<file path="config.mk">
export PLATFORM = sky130hd
export DESIGN_NAME = psd_sqrt_cell
export DESIGN_NICKNAME = d
export VERILOG_FILES = /design/src/rtl/psd_pkg.sv /design/src/rtl/psd_sqrt_cell.sv
export SDC_FILE = /design/constraint.sdc
export NUM_CORES = 1
export LEC_CHECK = 0
export ABC_AREA = 1
export BUFFER_PORTS_ARGS = -buffer_cell sky130_fd_sc_hd__buf_2
export CAP_MARGIN = 10
export CORE_MARGIN = 5
export CORE_UTILIZATION = 49
export CTS_BUF_LIST = sky130_fd_sc_hd__clkbuf_4
export CTS_CLUSTER_DIAMETER = 120
export DETAILED_ROUTE_END_ITERATION = 8
export PLACE_DENSITY = 0.83
export SYNTH_ARGS = -nofsm -noshare
export SYNTH_HDL_FRONTEND = slang
export SYNTH_SLANG_ARGS = --single-unit
</file>
<file path="constraint.sdc">
create_clock -name clk -period 0.8 [get_ports clk]
set_input_delay 0.04 -clock clk [delete_from_list [all_inputs] [get_ports clk]]
set_output_delay 0.04 -clock clk [all_outputs]
set_load 0.01 [all_outputs]
</file>
<file path="src/rtl/psd_pkg.sv">
`timescale 1ns / 1ps
package psd_pkg;

	// coordinate format
	localparam int COORD_BITS = 16;
	localparam int FRAC_BITS  = 8;

	// derived widths
	localparam int DIFF_W = COORD_BITS + 1;
	localparam int PROD_W = 2 * DIFF_W;
	localparam int SQ_W   = 2 * DIFF_W;
	localparam int T_W    = SQ_W + 1;
	localparam int HALF_W = SQ_W / 2;
	localparam int PP_W   = 2 * HALF_W;
	localparam int NUM_W  = 2 * SQ_W;
	localparam int QUO_W  = SQ_W + 2 * FRAC_BITS;
	localparam int ROOT_W = QUO_W / 2;
	localparam int REM_W  = ROOT_W + 2;

	// pipeline depth
	localparam int FRONT_STAGES = 6;
	localparam int LATENCY      = FRONT_STAGES + QUO_W + ROOT_W;

	typedef enum logic [1:0] {
		REG_START  = 2'd0,
		REG_INSIDE = 2'd1,
		REG_END    = 2'd2
	} region_t;

	// control that travels with each beat down the chain
	typedef struct packed {
		logic    vld;
		region_t region;
	} psd_tag_t;

endpackage

</file>
<file path="src/rtl/psd_sqrt_cell.sv">
`timescale 1ns / 1ps
module psd_sqrt_cell
	import psd_pkg::*;
(
	input  logic              clk,
	input  logic              arst_n,
	input  psd_tag_t          tag_i,
	input  logic [REM_W-1:0]  r_i,
	input  logic [ROOT_W-1:0] q_i,
	input  logic [QUO_W-1:0]  x_i,
	output psd_tag_t          tag_o,
	output logic [REM_W-1:0]  r_o,
	output logic [ROOT_W-1:0] q_o,
	output logic [QUO_W-1:0]  x_o
);

	logic [REM_W+1:0] trial;
	logic [REM_W+1:0] test;
	logic [REM_W+1:0] diff;
	logic             ge;
	logic             vld_q;
	region_t          region_q;

	// one root bit: bring down two radicand bits, try 4q+1
	assign trial = {r_i, x_i[QUO_W-1:QUO_W-2]};
	assign test  = (REM_W + 2)'({q_i, 2'b01});
	assign diff  = trial - test;
	assign ge    = (trial >= test);

	always_ff @(posedge clk) begin
		r_o      <= ge ? diff[REM_W-1:0] : trial[REM_W-1:0];
		q_o      <= {q_i[ROOT_W-2:0], ge};
		x_o      <= {x_i[QUO_W-3:0], 2'b00};
		region_q <= tag_i.region;
	end

	always_ff @(posedge clk or negedge arst_n) begin
		if (!arst_n) begin
			vld_q <= 1'b0;
		end else begin
			vld_q <= tag_i.vld;
		end
	end

	assign tag_o = '{vld: vld_q, region: region_q};

endmodule
</file>
==> flow_metrics.tcl, run 1 <==
set metrics [dict create \
    cts_resized 219 \
    dp_hpwl_mm 12.41 \
    portBuffers 209 \
    rows 36 \
    cts_max_level 3 \
    numCtsBuffers 9 \
    clock-sinks 103 \
    cts_hold_buf 103 \
    cts-root-buf "clkbuf_4" \
    synthTopCellsByArea "dfxtp_1, nand2_1, inv_1" \
    ios 212 \
    synth.top_cell.area_share_pct 42.79 \
    yosysUniqueCellTypes 30 \
    stop_stage "clock tree synthesis" \
    pre_cts_ws_ps -872.8 \
    syn_avg_cell_area_um2 7.456 \
    die_w_um 108.7 \
    netlist_area_um2 4772 \
    clk_path_buf_depth 2 \
    dp.cells 1077 \
    yosys_warnings 0 \
    postCtsSetupBuffers 26 \
    seq_area_frac_synth_pct 43.31 \
    synth_seq_cells 103 \
    synth_top_area_cell "dfxtp_1" \
    status "aborted with a tool error" \
    die_h_um 108.7 \
    initial_core_util_pct 49.51 \
    tool.error "[ERROR DPL-0033] detailed placement checks failed during check placement." \
    synth_cells 640 \
    gp_congestion 0.9886 \
]
cell families after synthesis:
family	after synthesis	synth area share (%)
simple gates	337	32.33
buf+inv	137	12.40
flops	103	43.31
fa+ha+maj	27	7.079
compound gates	22	2.412
xor+xnor	13	2.386
other cells	1	0.07858
stage by stage:
stage / util (%) / cell area (um^2) / hold WS (ps)
after global placement: 73.65 / 7099 / -186.0
after detailed placement: 73.65 / 7099 / -183.6
after floorplan: - / 5174 / -255.6
synth_stat cells:
master / count
o21ai_1: 1
inv_2: 3
nand2_2: 8
xor2_1: 10
o21bai_1: 1
ha_1: 27
a21oi_1: 15
o21ai_0: 4
dfrtp_1: 1
conb_1: 1
and3_1: 1
nor4_1: 1
buf_8: 1
nor2_2: 8
nand3_2: 22
buf_12: 1
nand4_1: 11
buf_4: 3
dfxtp_1: 102
nor2_1: 28
nor2_4: 1
buf_2: 1
nand2_1: 209
nand3_1: 43
a211oi_1: 1
nor3_1: 5
inv_1: 122
clkinv_1: 1
xnor2_1: 3
buf_6: 5
==> run 2, diff against run 1 <==
--- a/config.mk
+++ b/config.mk
@@ -9,11 +9,9 @@
 export BUFFER_PORTS_ARGS = -buffer_cell sky130_fd_sc_hd__buf_2
 export CAP_MARGIN = 10
 export CORE_MARGIN = 5
-export CORE_UTILIZATION = 49
-export CTS_BUF_LIST = sky130_fd_sc_hd__clkbuf_4
-export CTS_CLUSTER_DIAMETER = 120
+export CORE_UTILIZATION = 35
 export DETAILED_ROUTE_END_ITERATION = 8
-export PLACE_DENSITY = 0.83
+export PLACE_DENSITY_LB_ADDON = 0.15
 export SYNTH_ARGS = -nofsm -noshare
 export SYNTH_HDL_FRONTEND = slang
 export SYNTH_SLANG_ARGS = --single-unit
==> flow_metrics.tcl, run 2 <==
set metrics [dict create \
    status "finished, violations left" \
    violations "negative setup slack" \
    swShare_pct 31.46 \
    cp.arrival_ps 1570 \
    core-area_um2 13300 \
    finalCoreUtilization_pct 71.81 \
    tns_ps -16630 \
    synth_commonest_cells "nand2_1, inv_1, dfxtp_1" \
    final_common_cell "nand2_1" \
    setup_viol 131 \
    drive_gt1_share_pct 55.40 \
    yosysUniqueCellTypes 30 \
    grt_first_pass_wirelength_mm 28.77 \
    cp_max_fo 6 \
    power.share.clock_pct 28.6 \
    drt_pass1_iterations 4 \
    die_h_um 126.8 \
    final_hold_viol_count 0 \
    viasPerCell 4.449 \
    layout_common_cells "nand2_1, buf_2, buf_4" \
    overflow 0 \
    ir_drop_uv 951.4 \
    netlist_area_um2 4772 \
    antenna_found_initial 2 \
    crit_required_ps 1050 \
    synthFlopType "dfxtp_1" \
    largest_reg_flops 48 \
    numCtsBuffers 9 \
    clk_pin_slew_ps 80 \
    clk_path_buf_depth 2 \
    reg_top3 "x_o x48, r_o x27, q_o x25" \
    postRouteAntennaNets 0 \
    synth-edff-count 0 \
    largest-register "x_o" \
    synth_seq_cells 103 \
    setup_ws_ps -513.2 \
    rows 42 \
    startpoint_type "input port" \
    ios 212 \
    end_kind "flop" \
    hold_path_depth 4 \
    hold_path.class "input port to flop" \
    portBuffers 209 \
    grt_max_degree 20 \
    cts_max_level 3 \
    p_leak_nw 4.873 \
    fillCellCount 1019 \
    grt_usage_pct 22.59 \
    clock-sinks 103 \
    cts-root-buf "clkbuf_16" \
    die_w_um 126.8 \
    drv_cap 0 \
    synth_top_area_cell "dfxtp_1" \
    combPwrFrac_pct 33.4 \
    yosys_warnings 0 \
    fin_crit_ps 1313 \
    whs_ps 8.858 \
    dieArea_um2 16070 \
    wl_mm 20.02 \
    p_seq_share_pct 38.0 \
    synth.top_cell.area_share_pct 42.79 \
    cts_tree "done" \
    post-synth-top-count-cell "nand2_1" \
    power.switching_mw 4.837 \
    rsz0062_at_grt "yes" \
    power.internal_mw 10.54 \
    area_growth_pct 100.1 \
    powerDensity_nw_per_um2 1610 \
    wl_per_cell_um 16.12 \
    drc 0 \
    num-nets-final 1194 \
    initial_core_util_pct 35.89 \
    seq_area_frac_synth_pct 43.31 \
    gp_congestion 0.8845 \
    via_count 5526 \
    timing.fmax_ghz 0.7615 \
    pre_cts_ws_ps -949.9 \
    slew_violations 0 \
    fin_crit_sh_pct 164.2 \
    synth_cells 640 \
    syn_avg_cell_area_um2 7.456 \
    drt_iter0_drc 146 \
    critPathKind "input port to flop" \
    grt_pass1_vias 5597 \
    synthTopCellsByArea "dfxtp_1, nand2_1, inv_1" \
    async_reset_ff_share_pct 0.9709 \
    dp_hpwl_mm 13.60 \
]
==> run 2: cell counts after synthesis <==
Identical to the previous run, type by type.
==> run 2: layout make-up <==
type                            instances  area, um^2  area share (%)
Timing Repair Buffer                  419        3473           36.38
Multi-Input combinational cell        401        2912           30.49
Sequential cell                       103        2137           22.38
Inverter                              126       510.5           5.347
Clock buffer                            9       225.2           2.359
Tap cell                              176       220.2           2.306
Clock inverter                          7       67.56          0.7076
Antenna cell                            1       2.502         0.02621
==> run 2: logic make-up (layout without fill, tap and decap cells) <==
kind of cell	after synthesis	after routing	synth area share [%]
AND/OR/NAND/NOR	337	337	32.33
buffers and inverters	137	561	12.40
flip-flops	103	103	43.31
adder cells (fa/ha/maj)	27	27	7.079
AO/OA/AOI/OAI	22	22	2.412
XOR/XNOR	13	13	2.386
other	1	3	0.07858
==> run 2: worst max-delay path: stages <==
cell and delay (ps):
buf_8 80, inv_4 30, ha_4 290, buf_12 110, nand2_8 60, nor2_4 110
nand2_2 70, nor2_2 120, nand3_1 100, and3_4 240, clkbuf_16 180, nand3_2 70
nand2_1 40
==> run 2: final timing paths <==
check,slack [ps],endpoint,from
setup / recovery,-510,r_o[20]$_DFF_P_,q_i[14]
hold / removal,9,r_o[17]$_DFF_P_,r_i[15]
max in group asynchronous,150,vld_q$_DFF_PN0_,arst_n
min in group asynchronous,550,vld_q$_DFF_PN0_,arst_n
==> run 2: routing by layer <==
metal | up-vias | global-route usage (%) | share of wire (%) | wire length (um)
met5 | - | 0 | 0.065 | 13
met4 | 2 | 6.940 | 1.3 | 260
met3 | 25 | 4.456 | 5.9 | 1182
met2 | 167 | 41.56 | 53 | 10550
met1 | 2540 | 26.31 | 40 | 8014
li1 | 2792 | - | - | -
==> run 2: repair_timing <==
action	in CTS	in global routing
pin swaps	9	27
hold endpoints to repair	86	1
gates resized for setup	145	144
endpoints found under the setup margin	131	131
cloned	2	3
hold buffers	86	1
buffers inserted	4	9
==> run 2: power by group through the flow <==
stage	Sequential, mW	Combinational [mW]	Clock (mW)
global route	5.89	5.57	4.70
global placement	5.83	3.79	0
detailed placement	5.85	3.82	0
finish	5.84	5.14	4.40
floorplan	6.10	1.74	0
CTS	5.78	4.59	4.42
==> run 2: metrics by stage <==
step / instances / cell area (um^2) / power [mW]
2_1_floorplan: 641 / 5174 / 7.845
3_3_place_gp: 1120 / 7153 / 9.620
3_5_place_dp: 1120 / 7153 / 9.670
4_1_cts: 1228 / 8845 / 14.80
5_1_grt: 1242 / 9548 / 16.15
6_report: 1242 / 9548 / 15.38
Note: power is estimated with default switching activity, not from simulation.
